File: config.mk
export PLATFORM = sky130hd
export DESIGN_NAME = packet_timestamp_gap_tracker
export DESIGN_NICKNAME = d
export VERILOG_FILES = /design/src/rtl/core/ptgt_pkg.sv /design/src/rtl/core/packet_timestamp_gap_tracker.sv /design/src/rtl/core/ptgt_div.sv /design/src/rtl/core/ptgt_front.sv /design/src/rtl/core/ptgt_queue.sv /design/src/rtl/core/ptgt_back.sv
export VERILOG_INCLUDE_DIRS = /design/src /design/src/rtl/core
export SDC_FILE = /design/constraint.sdc
export NUM_CORES = 2
export LEC_CHECK = 0
export BUFFER_PORTS_ARGS = -buffer_cell sky130_fd_sc_hd__buf_2
export CAP_MARGIN = 20
export CELL_PAD_IN_SITES_DETAIL_PLACEMENT = 2
export CELL_PAD_IN_SITES_GLOBAL_PLACEMENT = 2
export CORE_ASPECT_RATIO = 1.5
export CORE_MARGIN = 2
export CORE_UTILIZATION = 39
export CTS_BUF_LIST = sky130_fd_sc_hd__clkbuf_8
export DETAILED_ROUTE_END_ITERATION = 10
export PLACE_DENSITY_LB_ADDON = 0.15
export SLEW_MARGIN = 20
export SYNTH_ARGS = -nofsm -noshare
export SYNTH_HDL_FRONTEND = slang
export SYNTH_HIERARCHICAL = 1
export SYNTH_SLANG_ARGS = --single-unit
File: constraint.sdc
create_clock -name clock -period 17.3 [get_ports clock]
set_input_delay 3.46 -clock clock [delete_from_list [all_inputs] [get_ports clock]]
set_output_delay 3.46 -clock clock [all_outputs]
set_load 0.02 [all_outputs]
File: src/rtl/core/packet_timestamp_gap_tracker_defines.svh
// Assertion helpers for the tracker back-end RTL
`ifndef PACKET_TIMESTAMP_GAP_TRACKER_DEFINES_SVH
`define PACKET_TIMESTAMP_GAP_TRACKER_DEFINES_SVH

// Condition that holds at every edge outside reset
`define PTGT_ASSERT_ALWAYS(label, clk, rst, cond, msg) \
   label: assert property (@(posedge clk) disable iff (rst) (cond)) else $error(msg);

// Same-cycle implication
`define PTGT_ASSERT_IMPLY(label, clk, rst, pre, post, msg) \
   label: assert property (@(posedge clk) disable iff (rst) (pre) |-> (post)) else $error(msg);

`endif

File: src/rtl/core/ptgt_pkg.sv
package ptgt_pkg;

   localparam int REG_W         = 32;
   localparam int CSR_ADDR_W    = 3;
   localparam int STAMP_W       = 64;
   localparam int CNT_W         = 32;
   localparam int FILL_W        = 16;
   localparam int IDX_W         = 8;
   localparam int PERIOD_W      = 24;
   localparam int BSIZE_W       = 9;
   localparam int DIV_D_W       = 24;
   localparam int DIV_N_W       = STAMP_W + 8;
   localparam int DIV_BITS      = 2;
   localparam int QUEUE_DEPTH   = 2;
   localparam int MAX_BATCH_DEF = 256;
   localparam int REQ_TDATA_W   = 104;
   localparam int RSP_TDATA_W   = 256;

   typedef enum logic [2:0] {
      ST_INVALID      = 3'd0,
      ST_FIRST        = 3'd1,
      ST_DUPLICATE    = 3'd2,
      ST_OUT_OF_ORDER = 3'd3,
      ST_IN_ORDER     = 3'd4,
      ST_GAP          = 3'd5
   } status_type;

   typedef enum logic [CSR_ADDR_W-1:0] {
      CSR_GAP_THRESHOLD = 3'd0,
      CSR_PERIOD        = 3'd1,
      CSR_TRIG_ENABLE   = 3'd2,
      CSR_TRIG_BIT      = 3'd3,
      CSR_BATCH_LEN     = 3'd4,
      CSR_FILL_MODE     = 3'd5
   } csr_index_type;

   typedef enum logic [1:0] {
      FILL_NONE        = 2'd0,
      FILL_ASAP        = 2'd1,
      FILL_DISTRIBUTED = 2'd2
   } fill_mode_type;

   typedef enum logic [3:0] {
      BK_IDLE,
      BK_MISS_DIV,
      BK_MISS_SUM,
      BK_BATCH,
      BK_LAG_SEL,
      BK_LAG_DIV,
      BK_FILL_MUL,
      BK_FILL_ADD,
      BK_OUT
   } back_state_type;

   typedef struct packed {
      logic [REG_W-1:0]    gap_threshold;
      logic [PERIOD_W-1:0] period;
      logic                trig_enable;
      logic [4:0]          trig_bit;
      logic [BSIZE_W-1:0]  batch_len;
      logic [1:0]          fill_mode;
   } cfg_type;

   typedef struct packed {
      status_type          status;
      logic [STAMP_W-1:0]  delta;
      logic [STAMP_W-1:0]  stamp;
      logic                dispatch;
      logic [CNT_W-1:0]    invalid_total;
      logic [CNT_W-1:0]    duplicate_total;
      logic [CNT_W-1:0]    out_of_order_total;
      logic [CNT_W-1:0]    gap_total;
   } job_type;

   typedef struct packed {
      logic               start;
      logic [DIV_N_W-1:0] dividend;
      logic [DIV_D_W-1:0] divisor;
   } div_req_type;

   typedef struct packed {
      logic               done;
      logic [DIV_N_W-1:0] quot;
      logic [DIV_D_W-1:0] rem;
   } div_rsp_type;

endpackage

File: src/rtl/core/packet_timestamp_gap_tracker.sv
// With no gap and no fill a request goes through the idle, batch and output states; a gap
// adds a 72-bit quotient at 2 bits per cycle in the shared divider and a sum step, a fill
// a lag select, multiply and add step, with a second division between them for asap fill.
// The back end takes one request at a time and holds it through any result stall; a
// 2-entry queue lets the front take requests meanwhile. Synchronous active-high reset
// clears counters, timestamps, trigger, batch state and loads register defaults.
module packet_timestamp_gap_tracker #(
   parameter int MAX_BATCH = ptgt_pkg::MAX_BATCH_DEF
) (
   input  logic                              clock,
   input  logic                              reset,
   // record_valid[0], stamp[64:1], ttl_word[96:65], zero pad
   input  logic                              req_tvalid,
   output logic                              req_tready,
   input  logic [ptgt_pkg::REQ_TDATA_W-1:0]  req_tdata,
   // status, missed_now, emit_sample, sample_index, batch_start, batch_end,
   // fill_batches, stamp_out, invalid_total, duplicate_total,
   // out_of_order_total, gap_total, zero pad
   output logic                              rsp_tvalid,
   input  logic                              rsp_tready,
   output logic [ptgt_pkg::RSP_TDATA_W-1:0]  rsp_tdata,
   input  logic                              csr_we,
   input  logic [ptgt_pkg::CSR_ADDR_W-1:0]   csr_addr,
   input  logic [ptgt_pkg::REG_W-1:0]        csr_wdata
);
   import ptgt_pkg::*;

   cfg_type cfg_ff, cfg_in;
   logic    q_full, q_empty, q_push, q_pop;
   job_type push_job, pop_job;

   // Decode register writes
   always_comb begin
      cfg_in = cfg_ff;
      if (csr_we) begin
         unique case (csr_addr)
            CSR_GAP_THRESHOLD: cfg_in.gap_threshold = csr_wdata;
            CSR_PERIOD:        cfg_in.period        = csr_wdata[PERIOD_W-1:0];
            CSR_TRIG_ENABLE:   cfg_in.trig_enable   = csr_wdata[0];
            CSR_TRIG_BIT:      cfg_in.trig_bit      = csr_wdata[4:0];
            CSR_BATCH_LEN:     cfg_in.batch_len     = csr_wdata[BSIZE_W-1:0];
            CSR_FILL_MODE:     cfg_in.fill_mode     = csr_wdata[1:0];
            default:           cfg_in = cfg_ff;
         endcase
      end
   end

   always_ff @(posedge clock) begin
      if (reset) begin
         cfg_ff.gap_threshold <= REG_W'(40);
         cfg_ff.period        <= PERIOD_W'(8000);
         cfg_ff.trig_enable   <= 1'b0;
         cfg_ff.trig_bit      <= '0;
         cfg_ff.batch_len     <= BSIZE_W'(1);
         cfg_ff.fill_mode     <= FILL_NONE;
      end else begin
         cfg_ff <= cfg_in;
      end
   end

   ptgt_front u_front (
      .clock      (clock),
      .reset      (reset),
      .cfg        (cfg_ff),
      .req_tvalid (req_tvalid),
      .req_tready (req_tready),
      .req_tdata  (req_tdata),
      .q_full     (q_full),
      .q_push     (q_push),
      .q_job      (push_job)
   );

   ptgt_queue u_queue (
      .clock    (clock),
      .reset    (reset),
      .push     (q_push),
      .push_job (push_job),
      .pop      (q_pop),
      .pop_job  (pop_job),
      .empty    (q_empty),
      .full     (q_full)
   );

   ptgt_back #(
      .MAX_BATCH (MAX_BATCH)
   ) u_back (
      .clock      (clock),
      .reset      (reset),
      .cfg        (cfg_ff),
      .q_job      (pop_job),
      .q_empty    (q_empty),
      .q_pop      (q_pop),
      .rsp_tvalid (rsp_tvalid),
      .rsp_tready (rsp_tready),
      .rsp_tdata  (rsp_tdata)
   );

endmodule

File: src/rtl/core/ptgt_div.sv
module ptgt_div (
   input  logic                  clock,
   input  logic                  reset,
   input  ptgt_pkg::div_req_type div_req,
   output ptgt_pkg::div_rsp_type div_rsp
);
   import ptgt_pkg::*;

   localparam int STEPS = DIV_N_W / DIV_BITS;
   localparam int CW    = $clog2(STEPS + 1);

   logic               busy_ff, busy_in;
   logic               done_ff, done_in;
   logic [CW-1:0]      cnt_ff, cnt_in;
   logic [DIV_N_W-1:0] dq_ff, dq_in;
   logic [DIV_D_W-1:0] rem_ff, rem_in;
   logic [DIV_D_W-1:0] dvs_ff, dvs_in;
   logic [DIV_D_W:0]   trial;

   // Restoring division, two quotient bits per cycle
   always_comb begin
      busy_in = busy_ff;
      done_in = 1'b0;
      cnt_in  = cnt_ff;
      dq_in   = dq_ff;
      rem_in  = rem_ff;
      dvs_in  = dvs_ff;
      trial   = '0;
      if (div_req.start) begin
         busy_in = 1'b1;
         cnt_in  = CW'(STEPS);
         dq_in   = div_req.dividend;
         rem_in  = '0;
         dvs_in  = div_req.divisor;
      end else if (busy_ff) begin
         for (int j = 0; j < DIV_BITS; j++) begin
            trial = {rem_in, dq_in[DIV_N_W-1]};
            dq_in = {dq_in[DIV_N_W-2:0], 1'b0};
            if (trial >= {1'b0, dvs_ff}) begin
               rem_in   = DIV_D_W'(trial - {1'b0, dvs_ff});
               dq_in[0] = 1'b1;
            end else begin
               rem_in = trial[DIV_D_W-1:0];
            end
         end
         cnt_in = cnt_ff - CW'(1);
         if (cnt_ff == CW'(1)) begin
            busy_in = 1'b0;
            done_in = 1'b1;
         end
      end
   end

   always_ff @(posedge clock) begin
      if (reset) begin
         busy_ff <= 1'b0;
         done_ff <= 1'b0;
         cnt_ff  <= '0;
      end else begin
         busy_ff <= busy_in;
         done_ff <= done_in;
         cnt_ff  <= cnt_in;
      end
      dq_ff  <= dq_in;
      rem_ff <= rem_in;
      dvs_ff <= dvs_in;
   end

   assign div_rsp.done = done_ff;
   assign div_rsp.quot = dq_ff;
   assign div_rsp.rem  = rem_ff;

endmodule

File: src/rtl/core/ptgt_front.sv
module ptgt_front (
   input  logic                               clock,
   input  logic                               reset,
   input  ptgt_pkg::cfg_type                  cfg,
   input  logic                               req_tvalid,
   output logic                               req_tready,
   input  logic [ptgt_pkg::REQ_TDATA_W-1:0]   req_tdata,
   input  logic                               q_full,
   output logic                               q_push,
   output ptgt_pkg::job_type                  q_job
);
   import ptgt_pkg::*;

   logic                rec_valid;
   logic [STAMP_W-1:0]  stamp;
   logic [31:0]         ttl;
   logic                accept;
   logic [STAMP_W-1:0]  delta;

   logic [STAMP_W-1:0]  last_stamp_ff, last_stamp_in;
   logic                have_last_ff, have_last_in;
   logic                triggered_ff, triggered_in;
   logic [CNT_W-1:0]    inv_ff, inv_in, dup_ff, dup_in, ooo_ff, ooo_in, gap_ff, gap_in;

   assign rec_valid  = req_tdata[0];
   assign stamp      = req_tdata[64:1];
   assign ttl        = req_tdata[96:65];
   assign req_tready = !q_full;
   assign accept     = req_tvalid && req_tready;
   assign q_push     = accept;
   assign delta      = stamp - last_stamp_ff;

   // Classify the request and bump the saturating counters
   always_comb begin
      last_stamp_in = last_stamp_ff;
      have_last_in  = have_last_ff;
      triggered_in  = triggered_ff;
      inv_in        = inv_ff;
      dup_in        = dup_ff;
      ooo_in        = ooo_ff;
      gap_in        = gap_ff;
      q_job         = '0;
      q_job.delta   = delta;
      if (!rec_valid) begin
         inv_in       = (&inv_ff) ? inv_ff : inv_ff + CNT_W'(1);
         q_job.status = ST_INVALID;
      end else begin
         q_job.stamp = stamp;
         if (!have_last_ff) begin
            have_last_in  = 1'b1;
            last_stamp_in = stamp;
            q_job.status  = ST_FIRST;
         end else if (stamp == last_stamp_ff) begin
            dup_in       = (&dup_ff) ? dup_ff : dup_ff + CNT_W'(1);
            q_job.status = ST_DUPLICATE;
         end else if (stamp < last_stamp_ff) begin
            ooo_in       = (&ooo_ff) ? ooo_ff : ooo_ff + CNT_W'(1);
            q_job.status = ST_OUT_OF_ORDER;
         end else begin
            q_job.status  = ST_IN_ORDER;
            last_stamp_in = stamp;
            if (delta > STAMP_W'(cfg.gap_threshold)) begin
               gap_in       = (&gap_ff) ? gap_ff : gap_ff + CNT_W'(1);
               q_job.status = ST_GAP;
            end
         end
         // Latch the trigger once seen
         if (cfg.trig_enable && !triggered_ff && ttl[cfg.trig_bit]) begin
            triggered_in = 1'b1;
         end
         q_job.dispatch = !cfg.trig_enable || triggered_in;
      end
      q_job.invalid_total      = inv_in;
      q_job.duplicate_total    = dup_in;
      q_job.out_of_order_total = ooo_in;
      q_job.gap_total          = gap_in;
   end

   always_ff @(posedge clock) begin
      if (reset) begin
         last_stamp_ff <= '0;
         have_last_ff  <= 1'b0;
         triggered_ff  <= 1'b0;
         inv_ff        <= '0;
         dup_ff        <= '0;
         ooo_ff        <= '0;
         gap_ff        <= '0;
      end else if (accept) begin
         last_stamp_ff <= last_stamp_in;
         have_last_ff  <= have_last_in;
         triggered_ff  <= triggered_in;
         inv_ff        <= inv_in;
         dup_ff        <= dup_in;
         ooo_ff        <= ooo_in;
         gap_ff        <= gap_in;
      end
   end

endmodule

File: src/rtl/core/ptgt_queue.sv
module ptgt_queue (
   input  logic              clock,
   input  logic              reset,
   input  logic              push,
   input  ptgt_pkg::job_type push_job,
   input  logic              pop,
   output ptgt_pkg::job_type pop_job,
   output logic              empty,
   output logic              full
);
   import ptgt_pkg::*;

   localparam int PTR_W = $clog2(QUEUE_DEPTH);
   localparam int CNT_QW = $clog2(QUEUE_DEPTH + 1);

   job_type            entry_ff [QUEUE_DEPTH];
   logic [PTR_W-1:0]   wr_ptr_ff, wr_ptr_in, rd_ptr_ff, rd_ptr_in;
   logic [CNT_QW-1:0]  count_ff, count_in;

   assign empty   = (count_ff == '0);
   assign full    = (count_ff == CNT_QW'(QUEUE_DEPTH));
   assign pop_job = entry_ff[rd_ptr_ff];

   // Advance pointers and occupancy
   always_comb begin
      wr_ptr_in = wr_ptr_ff;
      rd_ptr_in = rd_ptr_ff;
      count_in  = count_ff;
      if (push) begin
         wr_ptr_in = (wr_ptr_ff == PTR_W'(QUEUE_DEPTH - 1)) ? '0 : wr_ptr_ff + PTR_W'(1);
      end
      if (pop) begin
         rd_ptr_in = (rd_ptr_ff == PTR_W'(QUEUE_DEPTH - 1)) ? '0 : rd_ptr_ff + PTR_W'(1);
      end
      if (push && !pop) begin
         count_in = count_ff + CNT_QW'(1);
      end else if (pop && !push) begin
         count_in = count_ff - CNT_QW'(1);
      end
   end

   always_ff @(posedge clock) begin
      if (reset) begin
         wr_ptr_ff <= '0;
         rd_ptr_ff <= '0;
         count_ff  <= '0;
      end else begin
         wr_ptr_ff <= wr_ptr_in;
         rd_ptr_ff <= rd_ptr_in;
         count_ff  <= count_in;
      end
   end

   // Store the pushed request
   always_ff @(posedge clock) begin
      if (push) begin
         entry_ff[wr_ptr_ff] <= push_job;
      end
   end

endmodule

File: src/rtl/core/ptgt_back.sv
`include "packet_timestamp_gap_tracker_defines.svh"

module ptgt_back #(
   parameter int MAX_BATCH = ptgt_pkg::MAX_BATCH_DEF
) (
   input  logic                              clock,
   input  logic                              reset,
   input  ptgt_pkg::cfg_type                 cfg,
   input  ptgt_pkg::job_type                 q_job,
   input  logic                              q_empty,
   output logic                              q_pop,
   output logic                              rsp_tvalid,
   input  logic                              rsp_tready,
   output logic [ptgt_pkg::RSP_TDATA_W-1:0]  rsp_tdata
);
   import ptgt_pkg::*;

   localparam int BS_W   = $clog2(MAX_BATCH + 1);
   localparam int PROD_W = FILL_W + BS_W;
   localparam logic [STAMP_W-1:0] U64MAX = '1;

   back_state_type          state_ff, state_in;
   job_type                 job_ff, job_in;
   logic [STAMP_W-1:0]      missed_sum_ff, missed_sum_in;
   logic [STAMP_W-1:0]      filled_sum_ff, filled_sum_in;
   logic [STAMP_W-1:0]      n_ff, n_in;
   logic [CNT_W-1:0]        missed_now_ff, missed_now_in;
   logic [BS_W-1:0]         batch_fill_ff, batch_fill_in;
   logic                    emit_ff, emit_in, bstart_ff, bstart_in, bend_ff, bend_in;
   logic [IDX_W-1:0]        idx_ff, idx_in;
   logic [STAMP_W-1:0]      lag_ff, lag_in;
   logic [FILL_W-1:0]       k_ff, k_in;
   logic [PROD_W-1:0]       prod_ff, prod_in;
   logic                    rsp_valid_ff, rsp_valid_in;
   logic [RSP_TDATA_W-1:0]  rsp_data_ff, rsp_data_in;

   logic [DIV_D_W-1:0]      period_eff;
   logic [BS_W-1:0]         bs;
   logic [BS_W-1:0]         next_fill;
   logic [STAMP_W-1:0]      quot_lo;
   logic                    round_up;
   logic [STAMP_W:0]        sum_wide;
   logic                    rsp_has_fill;
   div_req_type             div_req;
   div_rsp_type             div_rsp;

   ptgt_div u_div (
      .clock   (clock),
      .reset   (reset),
      .div_req (div_req),
      .div_rsp (div_rsp)
   );

   // Effective period and batch size
   always_comb begin
      period_eff = (cfg.period == '0) ? DIV_D_W'(1) : DIV_D_W'(cfg.period);
      if (cfg.batch_len == '0) begin
         bs = BS_W'(1);
      end else if (32'(cfg.batch_len) > 32'(MAX_BATCH)) begin
         bs = BS_W'(MAX_BATCH);
      end else begin
         bs = BS_W'(cfg.batch_len);
      end
   end

   assign next_fill = batch_fill_ff + BS_W'(1);
   assign quot_lo   = div_rsp.quot[STAMP_W-1:0];
   assign round_up  = ({div_rsp.rem, 1'b0} >= {1'b0, period_eff});
   assign sum_wide  = {1'b0, missed_sum_ff} + {1'b0, n_ff};

   // Sequence one request through gap count, batching and fill
   always_comb begin
      state_in      = state_ff;
      job_in        = job_ff;
      missed_sum_in = missed_sum_ff;
      filled_sum_in = filled_sum_ff;
      n_in          = n_ff;
      missed_now_in = missed_now_ff;
      batch_fill_in = batch_fill_ff;
      emit_in       = emit_ff;
      bstart_in     = bstart_ff;
      bend_in       = bend_ff;
      idx_in        = idx_ff;
      lag_in        = lag_ff;
      k_in          = k_ff;
      prod_in       = prod_ff;
      rsp_valid_in  = rsp_valid_ff && !rsp_tready;
      rsp_data_in   = rsp_data_ff;
      q_pop         = 1'b0;
      div_req       = '0;
      unique case (state_ff)
         BK_IDLE: begin
            if (!q_empty) begin
               q_pop         = 1'b1;
               job_in        = q_job;
               missed_now_in = '0;
               emit_in       = 1'b0;
               bstart_in     = 1'b0;
               bend_in       = 1'b0;
               idx_in        = '0;
               k_in          = '0;
               if (q_job.status == ST_GAP) begin
                  div_req.start    = 1'b1;
                  div_req.dividend = {q_job.delta, 8'b0};
                  div_req.divisor  = period_eff;
                  state_in         = BK_MISS_DIV;
               end else begin
                  state_in = BK_BATCH;
               end
            end
         end
         BK_MISS_DIV: begin
            if (div_rsp.done) begin
               if (div_rsp.quot[DIV_N_W-1:STAMP_W] != '0) begin
                  n_in = U64MAX;
               end else if (round_up) begin
                  n_in = (quot_lo == U64MAX) ? U64MAX - STAMP_W'(1) : quot_lo;
               end else begin
                  n_in = (quot_lo == '0) ? '0 : quot_lo - STAMP_W'(1);
               end
               missed_now_in = (n_in[STAMP_W-1:CNT_W] != '0) ? '1 : n_in[CNT_W-1:0];
               state_in      = BK_MISS_SUM;
            end
         end
         BK_MISS_SUM: begin
            missed_sum_in = sum_wide[STAMP_W] ? U64MAX : sum_wide[STAMP_W-1:0];
            state_in      = BK_BATCH;
         end
         BK_BATCH: begin
            state_in = BK_OUT;
            if (job_ff.dispatch) begin
               emit_in       = 1'b1;
               bstart_in     = (batch_fill_ff == '0);
               idx_in        = IDX_W'(batch_fill_ff);
               batch_fill_in = next_fill;
               if (next_fill >= bs) begin
                  bend_in       = 1'b1;
                  batch_fill_in = '0;
                  if (cfg.fill_mode == FILL_ASAP || cfg.fill_mode == FILL_DISTRIBUTED) begin
                     lag_in   = (missed_sum_ff > filled_sum_ff) ?
                                missed_sum_ff - filled_sum_ff : '0;
                     state_in = BK_LAG_SEL;
                  end
               end
            end
         end
         BK_LAG_SEL: begin
            if (cfg.fill_mode == FILL_DISTRIBUTED) begin
               k_in     = (lag_ff >= STAMP_W'(bs)) ? FILL_W'(1) : '0;
               state_in = BK_FILL_MUL;
            end else begin
               div_req.start    = 1'b1;
               div_req.dividend = {8'b0, lag_ff};
               div_req.divisor  = DIV_D_W'(bs);
               state_in         = BK_LAG_DIV;
            end
         end
         BK_LAG_DIV: begin
            if (div_rsp.done) begin
               k_in     = (div_rsp.quot[DIV_N_W-1:FILL_W] != '0) ? '1 :
                          div_rsp.quot[FILL_W-1:0];
               state_in = BK_FILL_MUL;
            end
         end
         BK_FILL_MUL: begin
            prod_in  = PROD_W'(k_ff) * PROD_W'(bs);
            state_in = BK_FILL_ADD;
         end
         BK_FILL_ADD: begin
            filled_sum_in = filled_sum_ff + STAMP_W'(prod_ff);
            state_in      = BK_OUT;
         end
         BK_OUT: begin
            if (!rsp_valid_ff || rsp_tready) begin
               rsp_valid_in = 1'b1;
               rsp_data_in  = {2'b0, job_ff.gap_total, job_ff.out_of_order_total,
                               job_ff.duplicate_total, job_ff.invalid_total,
                               job_ff.stamp, k_ff, bend_ff, bstart_ff, idx_ff,
                               emit_ff, missed_now_ff, job_ff.status};
               state_in     = BK_IDLE;
            end
         end
         default: state_in = BK_IDLE;
      endcase
   end

   always_ff @(posedge clock) begin
      if (reset) begin
         state_ff      <= BK_IDLE;
         missed_sum_ff <= '0;
         filled_sum_ff <= '0;
         batch_fill_ff <= '0;
         rsp_valid_ff  <= 1'b0;
      end else begin
         state_ff      <= state_in;
         missed_sum_ff <= missed_sum_in;
         filled_sum_ff <= filled_sum_in;
         batch_fill_ff <= batch_fill_in;
         rsp_valid_ff  <= rsp_valid_in;
      end
      job_ff        <= job_in;
      n_ff          <= n_in;
      missed_now_ff <= missed_now_in;
      emit_ff       <= emit_in;
      bstart_ff     <= bstart_in;
      bend_ff       <= bend_in;
      idx_ff        <= idx_in;
      lag_ff        <= lag_in;
      k_ff          <= k_in;
      prod_ff       <= prod_in;
      rsp_data_ff   <= rsp_data_in;
   end

   assign rsp_tvalid   = rsp_valid_ff;
   assign rsp_tdata    = rsp_data_ff;
   assign rsp_has_fill = rsp_valid_ff && (rsp_data_ff[61:46] != '0);

   `PTGT_ASSERT_ALWAYS(a_fill_le_miss, clock, reset, filled_sum_ff <= missed_sum_ff, "fill > missed")
   `PTGT_ASSERT_IMPLY(a_fill_at_end, clock, reset, rsp_has_fill, rsp_data_ff[45], "fill off batch end")
   `PTGT_ASSERT_ALWAYS(a_fill_range, clock, reset, batch_fill_ff < BS_W'(MAX_BATCH), "fill range")

endmodule
# Word-level counts from Yosys, hierarchy flattened
# Memories as Yosys holds them, arrays and structs flattened. A register that Yosys moved wholly into a read port is not among the register bits.
# Index checks and enable logic that the tools add are counted.
[totals]
reg_bits = 1203
mem_bits_rw = 520
in_bits = 144
output_inout_bits = 258
word_cells = 262
mem_count = 1
[classes]
add_sub_neg = 17
n_mul = 1
order_cmp = 10
eq_ne = 29
n_mux = 102
bitwise_logic = 2
n_reduce_logical = 55
[memory_table]
columns = ["name", "words", "word_bits", "rd", "rd_clocked_by_memory_dff", "write_ports", "line", "rtl"]
rows = [
  ["u_queue.entry_ff", 2, 260, 1, 1, 1, "ptgt_queue.sv:16", "job_type entry_ff [QUEUE_DEPTH];"],
]
[ops]
columns = ["op", "count"]
rows = [
  ["$mux 32", 20],
  ["$mux 64", 10],
  ["$mux 97", 3],
  ["$pmux 97 s2", 1],
  ["$mux 72", 2],
  ["$add 32x1->32 const B", 4],
  ["$reduce_and 32->1", 4],
  ["$sub 64x64->64", 2],
  ["$mux 24", 5],
  ["$ge 25x24->1", 3],
  ["$add 64x64->65", 1],
  ["$mux 65", 1],
  ["$add 64x25->64", 1],
  ["$eq 64x64->1", 1],
  ["$eq 64x64->1 const B", 1],
  ["$ge 64x9->1", 1],
  ["$gt 64x32->1", 1],
  ["$gt 64x64->1", 1],
  ["$logic_not 64->1", 1],
  ["$lt 64x64->1", 1],
  ["$mux 16", 4],
  ["$pmux 32 s2", 1],
  ["$sub 64x1->64 const B", 1],
  ["$reduce_bool 56->1", 1],
  ["52 further kinds", 145],
]

# Longest topological paths before layout
[logic_depth]
word_depth = 11
ltp_mapped = 25
ltp_nobuf = 24

# Cells and area by module
# Netlist, hierarchy kept.
[by_module_without_submodules]
columns = ["module", "n_inst", "cells_per_inst", "area_each_um2", "seq_area_each_um2"]
rows = [
  ["ptgt_back", 1, 4024, 43768.2, 22721.8],
  ["ptgt_queue", 1, 831, 19787.7, 15715.1],
  ["ptgt_front", 1, 2294, 16484.6, 3883.7],
  ["ptgt_div", 1, 798, 8225.4, 3523.4],
  ["packet_timestamp_gap_tracker", 1, 288, 3041.7, 1461.4],
]

# Least setup slack after synthesis
# No wires, ideal clock.
[synth_timing]
path_type = "input to register"
start = "in req_tvalid"
end = "mem u_queue/entry_ff[0][0] (netlist name), enable pin"
setup_ps = 917
arrival_time_ps = 15716
t_required_ps = 16383
slack_ps = 667
cell_stages = 5
n_path_buf = 2
path_cell_list = "nand2_1 > inv_2 > clkbuf_1 > buf_1 > nor2b_1"
[synth_via]
elab_chain_cells = 3
[synth_lines]
columns = ["item", "line", "rtl"]
rows = [
  ["from (decl)", "packet_timestamp_gap_tracker.sv:13", "input logic req_tvalid,"],
  ["$logic_and 1x1->1", "ptgt_front.sv:29", "assign accept = req_tvalid && req_tready;"],
  ["named net q_push", "packet_timestamp_gap_tracker.sv:29", "logic q_full, q_empty, q_push, q_pop;"],
  ["$mux 1", "ptgt_queue.sv:56", "if (push) begin"],
  ["$mux 1 (not written as such)", "ptgt_queue.sv:57", "entry_ff[wr_ptr_ff] <= push_job;"],
  ["to (decl)", "ptgt_queue.sv:16", ""],
]
# The timed path passes the listed nets, and every way through them passes these cells.

==> flow_summary.yaml <==
status:
  status: "complete, no violations"
cts:
  cts_setup_buffers: 0
  clockBufferDepth: 4
  cts_resized: 0
  cts_max_level: 5
  holdBufCountCts: 0
  root_buffer: "clkbuf_8"
  cts_sinks: 1724
  clkTransAtPathRegs_ns: 0.07
  cts_made_buffers: 296
  cts_tree: "yes"
  clk_latency_ns: 1.00
route:
  wirelength_mm: 334.0
  drt_first_pass_iters: 5
  antenna_left: 0
  wl_per_cell_um: 27.97
  viasPerCell: 5.617
  dr_total_vias: 67070
  drt_iter0_drc: 3379
  drc: 0
yosys:
  synthDistinctLibCells: 110
  synth_area_leaders: "edfxtp_1 42%, dfxtp_1 9.8%, ha_1 5.4%"
  synth_top_area_share_pct: 42.03
  synthMuxAreaShare_pct: 6.557
  synth_xor_area_share_pct: 4.662
  async_flop_share_pct: 0
  synth_flop_cell: "edfxtp_1"
  yosys.area_share.adder_pct: 7.715
  syn-cell-area_um2: 91310
  avgSynthCellArea_um2: 11.09
  synth_top_family_by_area: "simple AND/OR/NAND/NOR gates"
  synth-compound-area-share_pct: 11.03
  synth-simple-area-share_pct: 14.20
  yosys_warnings: 6
  ys_ff_latch: 1724
  synth_edf_count: 1278
  seq_area_frac_synth_pct: 51.81
  yosys.area.top_type: "edfxtp_1"
  syn_inst: 8235
worst_setup_path:
  cp-start-kind: "input port"
  max_stage_delay_ns: 0.64
  cp.required_ns: 18.00
  path_max_fanout: 79
  rrSetupSlack_ns: 9.43
  worst-setup-path-type: "input port to register"
  slowest_stage: "buf_4"
  worstPathCellList: "buf_2, ha_1, a21o_1, a21oi_1, a21oi_1, a211oi_1, o21ai_0, xor2_1, ha_1, a21o_1, a21o_1, a21oi_1, o21a_1, o211ai_1, o21a_1, or4_1, or4_1, or4_1, nor4b_4, buf_4, nor2_1, mux2_1"
  critPathArrivalTime_ns: 10.76
  end_kind: "register"
grt:
  gr-total-overflow: 0
  grt_use_total_pct: 27.71
  grt_max_degree: 146
  grt_pass1_vias: 75240
  use_met2_pct: 50.30
  antenna_found_initial: 19
  top_usage_layer: "met2"
  grt_use_met1_pct: 30.16
  met3_usage_pct: 5.065
  grt_pass1_wl_mm: 495.2
finish:
  nNetsFinal: 9272
  layout-drive-gt1-share_pct: 15.16
  area_growth_pct: 11.86
  final_cell_area_um2: 102100
  fillCellCount: 24130
  fin_cells: 11940
power_and_ir_drop:
  peakVddDrop_mv: 0.1458
  power.density_nw_per_um2: 150.6
  p_leak_nw: 38.78
  power_mw: 15.38
timing:
  hold_violations: 0
  max_slew_margin_pct: 19.41
  fmax_mhz: 99.42
  setup_tns_ns: 0
  clock_skew_ns: 0.07806
  period_needed_ns: 10.06
  drv_slew: 0
  fin_crit_sh_pct: 58.14
  rsz0062_at_grt: "false"
  tightestPinTransition_ns: 1.202
  finalSetupViolCount: 0
floorplanning:
  placeableCoreArea_um2: 233000
  die_w_um: 399.1
  die_h_um: 596.6
  initial_core_util_pct: 39.20
  boundaryPins: 402
  die-area_um2: 238100
  std_cell_rows: 217
placed_design:
  place_inst: 11390
  port_buffers: 392
  gp_congestion: 0.9388
  placed_area_um2: 96350
  dpl.hpwl_mm: 249.2
hold_path:
  hp-class: "register to register"
job:
  drv_cap: 0
-- cell usage in the layout, fill, tap and decap left out, types with 138 or more instances in the layout --
cell,netlist,routed
edfxtp_1,1278,1278
nand2_1,664,663
nor2_1,598,592
inv_1,483,582
a21oi_1,532,530
dfxtp_1,446,445
ha_1,395,395
buf_2,40,392
clkbuf_8,0,332
o21ai_0,270,267
xnor2_1,260,260
xor2_1,226,226
nand3_1,208,207
mux2_4,200,200
and2_1,184,182
a21o_1,166,166
mux2_2,138,138
-- per-layer routing --
layer  share of wire [%]  vias to the layer above
met1                  37                    34340
met5               0.040                        -
li1                    -                    30580
met3                 4.4                      694
met2                  52                     1431
met4                 6.3                       20
-- Yosys cell counts (all sizes together), types with 28 or more instances --
library cell / number
edfxtp: 1278
nand2: 664
nor2: 598
a21oi: 534
inv: 484
dfxtp: 446
ha: 395
mux2: 357
o21ai: 308
clkbuf: 295
xnor2: 260
xor2: 226
nand3: 208
and2: 186
a21o: 166
nand2b: 136
nor3: 136
nand4: 135
a211oi: 122
nor4: 114
buf: 111
fa: 105
mux2i: 99
and3: 94
or3: 86
nor2b: 73
a22o: 68
o21a: 63
a31oi: 44
o21bai: 41
or4: 36
nor3b: 33
or2: 28
-- kinds of logic (layout without fill, tap and decap cells) --
kind of cell | count (synthesis) | count (layout)
multiplexers | 466 | 466
XOR/XNOR | 486 | 486
adder cells (fa/ha/maj) | 500 | 500
AND/OR/NAND/NOR | 2592 | 2592
AO/OA/AOI/OAI | 1575 | 1575
buffers and inverters | 891 | 1519
other | 1 | 11
flip-flops | 1724 | 1724
-- through the flow --
| step | utilization [%] | hold WS (ns) | worst slack [ns] |
|---|---|---|---|
| 5_1_grt | 43.84 | 0.4191 | 6.925 |
| 4_1_cts | 43.79 | 0.4112 | 7.312 |
| 3_5_place_dp | 41.36 | 0.4051 | 6.291 |
| 2_1_floorplan | - | 0.4003 | 0.6667 |
| 6_report | 43.84 | 0.4060 | 7.241 |
| 3_3_place_gp | 41.34 | 0.4020 | 6.425 |
-- power breakdown --
group | internal [mW] | leakage [nW] | switching, mW
clock | 1.88 | 3.26 | 1.79
combinational | 2.00 | 19.9 | 3.88
sequential | 5.41 | 15.6 | 0.419
total | 9.29 | 38.8 | 6.08
-- sequential cells by signal, summed over array words and instances, names as in the netlist, 64 cells and up, named ones only --
name	flops
u_back/u_div/dq_ff	72
u_back/filled_sum_ff	64
u_front/last_stamp_ff	64
cfg_ff	73
u_back/job_ff	196
u_back/missed_sum_ff	64
u_back/rsp_tdata	254
u_back/lag_ff	64
u_queue/entry_ff	520
u_back/n_ff	64
-- area by class of cell --
cell class	count	area, um2	share of cell area (%)
diodes	9	22.52	0.02205
clock buffers	332	4569	4.474
clock inverters	202	1097	1.074
inverters	485	1828	1.790
multi-input cells	5621	40580	39.73
flip-flops and latches	1724	47310	46.32
well taps	3066	3836	3.756
repair buffers	500	2894	2.834
-- worst max-delay path: cells and delay by family --
family / cells / cell delay [ns]
AO/OA/AOI/OAI: 11 / 2.78
AND/OR/NAND/NOR: 5 / 2.02
multiplexers: 1 / 0.37
XOR/XNOR: 1 / 0.49
adder cells (fa/ha/maj): 2 / 0.72
buffers and inverters: 2 / 0.78
-- final timing paths --
check / from / endpoint / depth (start not counted)
max: req_tdata[4] / u_queue/entry_ff[0][1]$_DFFE_PP_ / 22
max reg2reg: u_front/last_stamp_ff[1]$_SDFFE_PP0P_ / u_queue/entry_ff[0][1]$_DFFE_PP_ / 22
min: u_back/job_ff[95]$_DFFE_PP_ / u_back/rsp_tdata[189]$_DFFE_PP_ / 0
min reg2reg: u_back/job_ff[95]$_DFFE_PP_ / u_back/rsp_tdata[189]$_DFFE_PP_ / 0
(Power assumes the default switching activity.)
